`src/ttbe_pkg.sv`:
```
// shared types and constants for the tap tempo bpm estimator
// used by the channel interfaces and every module of the block
package ttbe_pkg;

  localparam int WINDOW  = 5;
  localparam int DIVISOR = WINDOW - 1;

  localparam int SAMPLE_W = 10;
  localparam int TS_W     = 16;
  localparam int THR_W    = 10;
  localparam int DEB_W    = 16;
  localparam int TPM_W    = 24;
  localparam int BPM_W    = 16;
  localparam int AVG_W    = TS_W;

  localparam int SEEN_W = $clog2(WINDOW + 1);
  localparam int IDX_W  = $clog2(WINDOW);
  localparam int CNT_W  = $clog2(TPM_W + 1);

  localparam int QDEPTH = 2;
  localparam int QPTR_W = $clog2(QDEPTH);
  localparam int QCNT_W = $clog2(QDEPTH + 1);

  localparam int ADDR_W = 4;
  localparam int DATA_W = 32;

  localparam logic [1:0] REG_THRESHOLD = 2'd0;
  localparam logic [1:0] REG_DEBOUNCE  = 2'd1;
  localparam logic [1:0] REG_TPM       = 2'd2;

  localparam logic [THR_W-1:0] THRESHOLD_RST = THR_W'(500);
  localparam logic [DEB_W-1:0] DEBOUNCE_RST  = DEB_W'(2000);
  localparam logic [TPM_W-1:0] TPM_RST       = TPM_W'(937500);

  // work handed from the front to the divider side
  typedef struct packed {
    logic             beat;
    logic             need_div;
    logic [AVG_W-1:0] avg;
    logic [TPM_W-1:0] tpm;
  } job_t;

  typedef enum logic [1:0] {
    S_IDLE = 2'b01,
    S_DIV  = 2'b10
  } back_state_t;

endpackage

```
`src/ttbe_if.sv`:
```
// valid/ready channel interfaces for samples in and tempo results out
// depends on ttbe_pkg for field widths
interface ttbe_in_if;
  import ttbe_pkg::*;
  logic                valid;
  logic                ready;
  logic [SAMPLE_W-1:0] sample;
  logic [TS_W-1:0]     timestamp;
  modport source (output valid, sample, timestamp, input ready);
  modport sink   (input valid, sample, timestamp, output ready);
endinterface

interface ttbe_out_if;
  import ttbe_pkg::*;
  logic             valid;
  logic             ready;
  logic             beat;
  logic             tempo_valid;
  logic [BPM_W-1:0] tempo_bpm;
  modport source (output valid, beat, tempo_valid, tempo_bpm, input ready);
  modport sink   (input valid, beat, tempo_valid, tempo_bpm, output ready);
endinterface

```
`src/ttbe_front.sv`:
```
// front end: takes samples, detects and debounces beats, keeps the beat window
// and forms the average interval; depends on ttbe_pkg and ttbe_in_if
module ttbe_front (
  input  logic                      clk,
  input  logic                      rst_n,
  ttbe_in_if.sink                   in_ch,
  input  logic [ttbe_pkg::THR_W-1:0] thr,
  input  logic [ttbe_pkg::DEB_W-1:0] deb,
  input  logic [ttbe_pkg::TPM_W-1:0] tpm,
  input  logic                      q_full,
  output logic                      push,
  output ttbe_pkg::job_t            job
);
  import ttbe_pkg::*;

  logic [TS_W-1:0]   times_r [WINDOW];
  logic [TS_W-1:0]   last_r;
  logic [SEEN_W-1:0] seen_r;

  logic [TS_W-1:0]  gap;
  logic [TS_W-1:0]  oldest;
  logic [TS_W-1:0]  span;
  logic [AVG_W-1:0] avg;
  logic             is_beat;
  logic             full_after;
  logic             win_full;

  assign in_ch.ready = !q_full;
  assign push        = in_ch.valid && !q_full;

  assign gap = (in_ch.timestamp >= last_r) ? in_ch.timestamp - last_r
                                           : last_r - in_ch.timestamp;
  assign is_beat = (in_ch.sample > thr) &&
                   ((seen_r == '0) || (gap >= deb));

  assign win_full   = (seen_r == SEEN_W'(WINDOW));
  assign full_after = (seen_r >= SEEN_W'(WINDOW - 1));
  // once full, the entry at slot one becomes the oldest after the shift
  assign oldest = win_full ? times_r[1] : times_r[0];
  assign span   = in_ch.timestamp - oldest;
  assign avg    = AVG_W'(span / DIVISOR);

  always_comb begin
    job.beat     = is_beat;
    job.need_div = is_beat && full_after && (avg != '0);
    job.avg      = avg;
    job.tpm      = tpm;
  end

  always_ff @(posedge clk) begin
    if (!rst_n) begin
      seen_r <= '0;
    end else if (push && is_beat && !win_full) begin
      seen_r <= seen_r + SEEN_W'(1);
    end
  end

  always_ff @(posedge clk) begin
    if (push && is_beat) begin
      last_r <= in_ch.timestamp;
      if (win_full) begin
        for (int i = 0; i < WINDOW - 1; i++) begin
          times_r[i] <= times_r[i+1];
        end
        times_r[WINDOW-1] <= in_ch.timestamp;
      end else begin
        times_r[seen_r[IDX_W-1:0]] <= in_ch.timestamp;
      end
    end
  end

endmodule

```
`src/ttbe_queue.sv`:
```
// short job queue between the beat front end and the divider back end
// depends on ttbe_pkg for job_t and the depth
module ttbe_queue (
  input  logic           clk,
  input  logic           rst_n,
  input  logic           push,
  input  ttbe_pkg::job_t push_job,
  input  logic           pop,
  output ttbe_pkg::job_t pop_job,
  output logic           empty,
  output logic           full
);
  import ttbe_pkg::*;

  job_t              mem_r [QDEPTH];
  logic [QPTR_W-1:0] wptr_r;
  logic [QPTR_W-1:0] rptr_r;
  logic [QCNT_W-1:0] cnt_r;

  assign empty   = (cnt_r == '0);
  assign full    = (cnt_r == QCNT_W'(QDEPTH));
  assign pop_job = mem_r[rptr_r];

  function automatic logic [QPTR_W-1:0] ptr_inc(input logic [QPTR_W-1:0] p);
    return (p == QPTR_W'(QDEPTH - 1)) ? '0 : p + QPTR_W'(1);
  endfunction

  always_ff @(posedge clk) begin
    if (push) begin
      mem_r[wptr_r] <= push_job;
    end
  end

  always_ff @(posedge clk) begin
    if (!rst_n) begin
      wptr_r <= '0;
      rptr_r <= '0;
      cnt_r  <= '0;
    end else begin
      if (push) wptr_r <= ptr_inc(wptr_r);
      if (pop)  rptr_r <= ptr_inc(rptr_r);
      if (push && !pop) begin
        cnt_r <= cnt_r + QCNT_W'(1);
      end else if (pop && !push) begin
        cnt_r <= cnt_r - QCNT_W'(1);
      end
    end
  end

endmodule

```
`src/ttbe_back.sv`:
```
// back end: restoring radix-2 divider for ticks-per-minute / interval and
// the result output register; depends on ttbe_pkg and ttbe_out_if
module ttbe_back (
  input  logic           clk,
  input  logic           rst_n,
  input  logic           q_empty,
  input  ttbe_pkg::job_t q_job,
  output logic           pop,
  ttbe_out_if.source     out_ch
);
  import ttbe_pkg::*;

  back_state_t      state_r, state_nxt;
  logic [AVG_W-1:0] div_r;
  logic [AVG_W-1:0] rem_r, rem_nxt;
  logic [TPM_W-1:0] quo_r, quo_nxt;
  logic [CNT_W-1:0] cnt_r;

  logic             ovalid_r;
  logic             obeat_r;
  logic             otv_r;
  logic [BPM_W-1:0] obpm_r;

  logic           out_free;
  logic           div_done;
  logic           load_plain;
  logic           load_div;
  logic [AVG_W:0] trial;
  logic [BPM_W-1:0] sat_q;

  assign out_free = !ovalid_r || out_ch.ready;
  assign div_done = (state_r == S_DIV) && (cnt_r == CNT_W'(TPM_W));

  assign load_div   = (state_r == S_IDLE) && !q_empty && q_job.need_div;
  assign load_plain = (state_r == S_IDLE) && !q_empty && !q_job.need_div && out_free;
  assign pop        = load_div || load_plain;

  // one quotient bit per cycle, dividend shifts out of the top of quo_r
  assign trial = {rem_r, quo_r[TPM_W-1]};
  always_comb begin
    if (trial >= {1'b0, div_r}) begin
      rem_nxt = AVG_W'(trial - {1'b0, div_r});
      quo_nxt = {quo_r[TPM_W-2:0], 1'b1};
    end else begin
      rem_nxt = trial[AVG_W-1:0];
      quo_nxt = {quo_r[TPM_W-2:0], 1'b0};
    end
  end

  assign sat_q = (|quo_r[TPM_W-1:BPM_W]) ? '1 : quo_r[BPM_W-1:0];

  always_comb begin
    state_nxt = state_r;
    case (state_r)
      S_IDLE:  if (load_div) state_nxt = S_DIV;
      S_DIV:   if (div_done && out_free) state_nxt = S_IDLE;
      default: state_nxt = S_IDLE;
    endcase
  end

  always_ff @(posedge clk) begin
    if (!rst_n) begin
      state_r  <= S_IDLE;
      ovalid_r <= 1'b0;
    end else begin
      state_r <= state_nxt;
      if (load_plain || (div_done && out_free)) begin
        ovalid_r <= 1'b1;
      end else if (out_ch.ready) begin
        ovalid_r <= 1'b0;
      end
    end
  end

  always_ff @(posedge clk) begin
    if (load_div) begin
      div_r <= q_job.avg;
      rem_r <= '0;
      quo_r <= q_job.tpm;
      cnt_r <= '0;
    end else if ((state_r == S_DIV) && !div_done) begin
      rem_r <= rem_nxt;
      quo_r <= quo_nxt;
      cnt_r <= cnt_r + CNT_W'(1);
    end
  end

  always_ff @(posedge clk) begin
    if (load_plain) begin
      obeat_r <= q_job.beat;
      otv_r   <= 1'b0;
      obpm_r  <= '0;
    end else if (div_done && out_free) begin
      obeat_r <= 1'b1;
      otv_r   <= 1'b1;
      obpm_r  <= sat_q;
    end
  end

  assign out_ch.valid       = ovalid_r;
  assign out_ch.beat        = obeat_r;
  assign out_ch.tempo_valid = otv_r;
  assign out_ch.tempo_bpm   = obpm_r;

endmodule

```
`src/tap_tempo_bpm_estimator.sv`:
```
// top level of the tap tempo bpm estimator: config registers, front end,
// job queue and divider back end; depends on ttbe_pkg and ttbe_if
//
// in_ch carries one pressure sample and its tick timestamp per transfer; out_ch
// returns exactly one result per sample: beat flag, tempo_valid, tempo_bpm.
// the apb port holds beat_threshold (0x0), debounce_ticks (0x4) and
// ticks_per_minute (0x8); write only while no sample is in flight.
// the front end classifies a sample in the cycle it is taken; a sample with
// no tempo to compute passes through the job queue and the output register.
// a beat with a full window and a nonzero average interval runs a 24-step
// restoring divider whose result is loaded into the output register; the
// single shared divider starts no new division until that result is loaded.
// a two-entry queue sits between front and divider, so samples keep being
// taken while a division runs until the queue fills; in_ch.ready drops then.
// if out_ch stalls the result holds in the output register, the divider
// waits, and the queue backs up into in_ch.
// reset (rst_n low, synchronous) empties the window, the queue and the
// output and loads the register defaults 500, 2000 and 937500.
module tap_tempo_bpm_estimator (
  input  logic                        clk,
  input  logic                        rst_n,
  ttbe_in_if.sink                     in_ch,
  ttbe_out_if.source                  out_ch,
  input  logic                        psel,
  input  logic                        penable,
  input  logic                        pwrite,
  input  logic [ttbe_pkg::ADDR_W-1:0] paddr,
  input  logic [ttbe_pkg::DATA_W-1:0] pwdata,
  output logic [ttbe_pkg::DATA_W-1:0] prdata,
  output logic                        pready
);
  import ttbe_pkg::*;

  logic [THR_W-1:0] thr_r;
  logic [DEB_W-1:0] deb_r;
  logic [TPM_W-1:0] tpm_r;
  logic             wr_en;
  logic [1:0]       reg_sel;

  logic q_full;
  logic q_empty;
  logic push;
  logic pop;
  job_t push_job;
  job_t pop_job;

  assign pready  = 1'b1;
  assign wr_en   = psel && penable && pwrite;
  assign reg_sel = paddr[3:2];

  always_ff @(posedge clk) begin
    if (!rst_n) begin
      thr_r <= THRESHOLD_RST;
      deb_r <= DEBOUNCE_RST;
      tpm_r <= TPM_RST;
    end else if (wr_en) begin
      case (reg_sel)
        REG_THRESHOLD: thr_r <= pwdata[THR_W-1:0];
        REG_DEBOUNCE:  deb_r <= pwdata[DEB_W-1:0];
        REG_TPM:       tpm_r <= pwdata[TPM_W-1:0];
        default:       ;
      endcase
    end
  end

  always_comb begin
    case (reg_sel)
      REG_THRESHOLD: prdata = DATA_W'(thr_r);
      REG_DEBOUNCE:  prdata = DATA_W'(deb_r);
      REG_TPM:       prdata = DATA_W'(tpm_r);
      default:       prdata = '0;
    endcase
  end

  ttbe_front u_front (
    .clk    (clk),
    .rst_n  (rst_n),
    .in_ch  (in_ch),
    .thr    (thr_r),
    .deb    (deb_r),
    .tpm    (tpm_r),
    .q_full (q_full),
    .push   (push),
    .job    (push_job)
  );

  ttbe_queue u_queue (
    .clk      (clk),
    .rst_n    (rst_n),
    .push     (push),
    .push_job (push_job),
    .pop      (pop),
    .pop_job  (pop_job),
    .empty    (q_empty),
    .full     (q_full)
  );

  ttbe_back u_back (
    .clk     (clk),
    .rst_n   (rst_n),
    .q_empty (q_empty),
    .q_job   (pop_job),
    .pop     (pop),
    .out_ch  (out_ch)
  );

`ifndef SYNTHESIS
  a_no_overflow: assert property (@(posedge clk) disable iff (!rst_n)
    push |-> !q_full)
    else $error("job queue written while full");

  a_no_underflow: assert property (@(posedge clk) disable iff (!rst_n)
    pop |-> !q_empty)
    else $error("job queue read while empty");

  a_tempo_needs_beat: assert property (@(posedge clk) disable iff (!rst_n)
    (out_ch.valid && out_ch.tempo_valid) |-> out_ch.beat)
    else $error("tempo reported without a beat");

  a_idle_bpm_zero: assert property (@(posedge clk) disable iff (!rst_n)
    (out_ch.valid && !out_ch.tempo_valid) |-> (out_ch.tempo_bpm == '0))
    else $error("bpm nonzero without a valid tempo");
`endif

endmodule

```
`src/flat_wrapper.sv`:
```
// flat-port wrapper written by rule: the top's interface ports become plain ports
module tap_tempo_bpm_estimator_flat import ttbe_pkg::*;
  (clk, rst_n, psel, penable, pwrite, paddr, pwdata, prdata, pready, in_ch_valid, in_ch_sample, in_ch_timestamp, in_ch_ready, out_ch_valid, out_ch_beat, out_ch_tempo_valid, out_ch_tempo_bpm, out_ch_ready);
  ttbe_in_if in_ch_i ();
  ttbe_out_if out_ch_i ();
  input  logic clk;
  input  logic rst_n;
  input  logic psel;
  input  logic penable;
  input  logic pwrite;
  input  logic [ttbe_pkg::ADDR_W-1:0] paddr;
  input  logic [ttbe_pkg::DATA_W-1:0] pwdata;
  output logic [ttbe_pkg::DATA_W-1:0] prdata;
  output logic pready;
  input wire logic [$bits(in_ch_i.valid)-1:0] in_ch_valid;
  input wire logic [$bits(in_ch_i.sample)-1:0] in_ch_sample;
  input wire logic [$bits(in_ch_i.timestamp)-1:0] in_ch_timestamp;
  output wire logic [$bits(in_ch_i.ready)-1:0] in_ch_ready;
  output wire logic [$bits(out_ch_i.valid)-1:0] out_ch_valid;
  output wire logic [$bits(out_ch_i.beat)-1:0] out_ch_beat;
  output wire logic [$bits(out_ch_i.tempo_valid)-1:0] out_ch_tempo_valid;
  output wire logic [$bits(out_ch_i.tempo_bpm)-1:0] out_ch_tempo_bpm;
  input wire logic [$bits(out_ch_i.ready)-1:0] out_ch_ready;
  assign in_ch_i.valid = in_ch_valid;
  assign in_ch_i.sample = in_ch_sample;
  assign in_ch_i.timestamp = in_ch_timestamp;
  assign in_ch_ready = in_ch_i.ready;
  assign out_ch_valid = out_ch_i.valid;
  assign out_ch_beat = out_ch_i.beat;
  assign out_ch_tempo_valid = out_ch_i.tempo_valid;
  assign out_ch_tempo_bpm = out_ch_i.tempo_bpm;
  assign out_ch_i.ready = out_ch_ready;
  tap_tempo_bpm_estimator u_core (.clk(clk), .rst_n(rst_n), .in_ch(in_ch_i), .out_ch(out_ch_i), .psel(psel), .penable(penable), .pwrite(pwrite), .paddr(paddr), .pwdata(pwdata), .prdata(prdata), .pready(pready));
endmodule
```
`config.mk`:
```
export PLATFORM = sky130hd
export DESIGN_NAME = tap_tempo_bpm_estimator_flat
export DESIGN_NICKNAME = d
export VERILOG_FILES = /design/src/ttbe_pkg.sv /design/src/ttbe_if.sv /design/src/ttbe_front.sv /design/src/ttbe_queue.sv /design/src/ttbe_back.sv /design/src/tap_tempo_bpm_estimator.sv /design/src/flat_wrapper.sv
export SDC_FILE = /design/constraint.sdc
export NUM_CORES = 1
export LEC_CHECK = 0
export BUFFER_PORTS_ARGS = -buffer_cell sky130_fd_sc_hd__buf_2
export CAP_MARGIN = 20
export CORE_UTILIZATION = 45
export DETAILED_ROUTE_END_ITERATION = 6
export PLACE_DENSITY = 0.67
export SETUP_SLACK_MARGIN = 0.05
export SLEW_MARGIN = 5
export SYNTH_ARGS = -nofsm -noshare
export SYNTH_HDL_FRONTEND = slang
export SYNTH_SLANG_ARGS = --single-unit
export TNS_END_PERCENT = 30
```
`constraint.sdc`:
```
create_clock -name clk -period 10.56 [get_ports clk]
set_input_delay 3.168 -clock clk [delete_from_list [all_inputs] [get_ports clk]]
set_output_delay 3.168 -clock clk [all_outputs]
set_load 0.02 [all_outputs]
```
==> impl_metrics.py <==
metrics = {
    "status": {
        "status": "finished clean",
    },
    "timing": {
        "final.setup.tns_ns": 0,
        "fin_hold_ws_ns": 0.480,
        "skew_ns": 0.0192,
        "setup_ws_ns": 2.43,
        "finalMaxSlewViolations": 0,
        "max_slew_margin_pct": 26.0,
        "fin_crit_sh_pct": 77.0,
        "rsz0062_at_grt": "false",
        "final_hold_viol_count": 0,
        "min_period_ns": 8.13,
        "setup_viol": 0,
        "tightest_slew_ns": 1.11,
        "fmax_ghz": 0.123,
    },
    "detailed_routing": {
        "drt_iter0_markers": 562,
        "antenna_left": 0,
        "vias": 10400,
        "wl_per_cell_um": 17.0,
        "via_per_inst": 5.33,
        "dr.pass1.iters": 5,
        "drc": 0,
        "routed_wirelength_mm": 33.4,
    },
    "cells_and_area": {
        "fin_util_pct": 52.1,
        "fin_cells": 1958,
        "syn2layout_area_growth_pct": 13.1,
        "fin_area_sq_um": 18100,
        "drive_above_1_share_pct": 19.9,
        "nets": 1641,
    },
    "clocking": {
        "htree_levels": 2,
        "cts_hold_buf": 0,
        "path_clk_slew_ns": 0.06,
        "cts_made_buffers": 35,
        "cts_tree": "yes",
        "post_cts_buffers": 0,
        "numClockSinks": 314,
        "cts_root_buf": "clkbuf_16",
        "cts_buffer_depth": 3,
        "cts_resized": 0,
        "clkLatencyLatePin_ns": 0.53,
    },
    "job": {
        "maxCapViolCount": 0,
    },
    "pwr": {
        "p_per_area_nw_per_um2": 194,
        "ir_drop_uv": 159,
        "p_leak_nw": 7.17,
        "p_total_mw": 3.51,
    },
    "global_route": {
        "track_usage_pct": 18.4,
        "grt_overflow": 0,
        "grt_max_degree": 69,
        "grt_antenna_before_repair": 2,
        "grt_pass1_vias": 10100,
        "grt_pass1_wl_mm": 52.8,
    },
    "die": {
        "die_h_um": 191,
        "start_util_pct": 46.1,
        "row_count": 68,
        "die_x_um": 191,
        "coreArea_sq_um": 34800,
        "die_area_sq_um": 36400,
        "io_pins": 122,
    },
    "logic_synthesis": {
        "ys_async_sr_fraction_pct": 0,
        "synth_area_per_cell_sq_um": 11.6,
        "synth_area_leaders": "edfxtp_1, dfxtp_1, ha_1, mux2i_1, mux2_4",
        "synth_cell_types": 77,
        "synth_edf_count": 215,
        "synthFlopType": "edfxtp_1",
        "synth_warnings": 0,
        "yosysTopAreaCellShare_pct": 40.3,
        "syn_area_sq_um": 16000,
        "yosysTopAreaCell": "edfxtp_1",
        "synthCells": 1379,
        "synth-seq-cells": 314,
        "ys_seq_area_share_pct": 52.6,
    },
    "placed_design": {
        "dp_hpwl_mm": 24.1,
        "gp_congestion": 0.918,
        "io_buffers": 102,
        "place_area_sq_um": 17000,
        "dp_cells": 1896,
        "pre_cts_ws_ns": 1.83,
    },
    "hold_path": {
        "min_path_type": "reg -> reg",
    },
    "worst_setup_path": {
        "crit_required_ns": 10.75,
        "critPathKind": "in -> reg",
        "cp-end-kind": "flip-flop",
        "cp_max_fo": 21,
        "cp-start-kind": "primary input",
        "worstPathArrival_ns": 8.32,
    },
}
==> cells by family after synthesis <==
group,share of synthesized area [%]
simple gates,10.4
buf+inv,4.13
mux,11.1
xor+xnor,2.40
other cells,0.0468
fa+ha+maj,7.48
compound gates,11.8
flops,52.6
==> state kept, by name, indices dropped and copies added (netlist names), 10 cells and up, named ones only <==
| name | cells |
|---|---|
| u_core.u_front.times_r | 80 |
| u_core.u_queue.mem_r | 80 |
| u_core.tpm_r | 24 |
| u_core.u_back.quo_r | 24 |
| u_core.deb_r | 16 |
| u_core.u_back.out_ch.tempo_bpm | 16 |
| u_core.u_back.rem_r | 16 |
| u_core.u_front.last_r | 16 |
| u_core.u_back.div_r | 14 |
| u_core.thr_r | 10 |
==> synth_stat cells (all sizes together) (10+ instances only) <==
cell    instances
a21o           35
a21boi         31
mux2i          74
a211oi         10
nand2         141
edfxtp        215
nor3           28
nand4          13
a21oi          61
o21ai          41
nand3          26
buf            23
o21a           12
xnor2          19
clkbuf         42
o211ai         17
mux2           80
xor2           25
dfxtp          99
nor2           67
inv            91
ha             91
and2           14
o221a          16
==> cell type report <==
type                       instances  area (sq um)
clock buffer                      41           918
antenna                            2          5.00
fill                            2983         16700
multi-input combinational        916          6990
clock inverter                    19           218
sequential                       314          8440
inverter                          91           342
timing repair buffer             120           657
tap                              455           569
==> metal layers <==
| layer | wire length [um] | vias to the layer above | global-route usage, % |
|---|---|---|---|
| li1 | - | 5209 | - |
| met1 | 15600 | 4981 | 24.7 |
| met2 | 15900 | 195 | 30.7 |
| met3 | 1150 | 43 | 2.58 |
| met4 | 650 | 0 | 5.29 |
| met5 | 0 | - | 0 |
==> report_power, final <==
| part | total (mW) | internal (mW) | leakage (nW) | switching [mW] |
|---|---|---|---|---|
| combinational | 0.772 | 0.307 | 3.87 | 0.465 |
| clock | 1.20 | 0.702 | 0.557 | 0.494 |
| sequential | 1.54 | 1.49 | 2.74 | 0.0513 |
| total | 3.51 | 2.50 | 7.17 | 1.01 |
==> worst max-delay path, stage by stage <==
cell and delay [ns]:
buf_2 0.16, inv_1 0.15, ha_1 0.16, inv_1 0.05, fa_1 0.38, a21o_1 0.17
a21o_1 0.21, o21ai_0 0.23, a41oi_2 0.29, buf_4 0.31, a311oi_1 0.21, a31oi_1 0.08
xor2_1 0.17, ha_1 0.30, a21o_1 0.18, a21o_1 0.17, a221o_1 0.36, a211oi_2 0.26
nand2b_1 0.13, a21oi_4 0.38, nor3_2 0.09, buf_4 0.24, a21o_1 0.43
==> path summary, 6_finish.rpt <==
check / to / cells past startpoint / from / slack, ns
worst min register to register: u_core.u_queue.mem_r[0][0] / 0 / u_core.tpm_r[0] / 0.48
worst max register to register: u_core.u_front.times_r[0][10] / 20 / u_core.u_front.last_r[7] / 5.04
worst max-delay path: u_core.u_front.times_r[0][10] / 23 / in_ch_timestamp[0] / 2.43
worst min-delay path: u_core.u_queue.mem_r[0][0] / 0 / u_core.tpm_r[0] / 0.48
==> cell usage in the layout, fill, tap and decap left out, types with 12 or more instances in the layout <==
master / n
edfxtp_1: 215
nand2_1: 141
buf_2: 102
dfxtp_1: 98
inv_1: 91
ha_1: 91
mux2i_1: 74
nor2_1: 65
a21oi_1: 60
mux2_2: 44
o21ai_0: 39
mux2_4: 36
clkbuf_16: 35
a21o_1: 32
a21boi_0: 30
xor2_1: 25
nand3_1: 25
nor3_1: 23
xnor2_1: 19
o211ai_1: 17
o221a_2: 16
buf_4: 16
and2_1: 14
nand4_1: 13
o21a_1: 12
(Power assumes the default switching activity.)
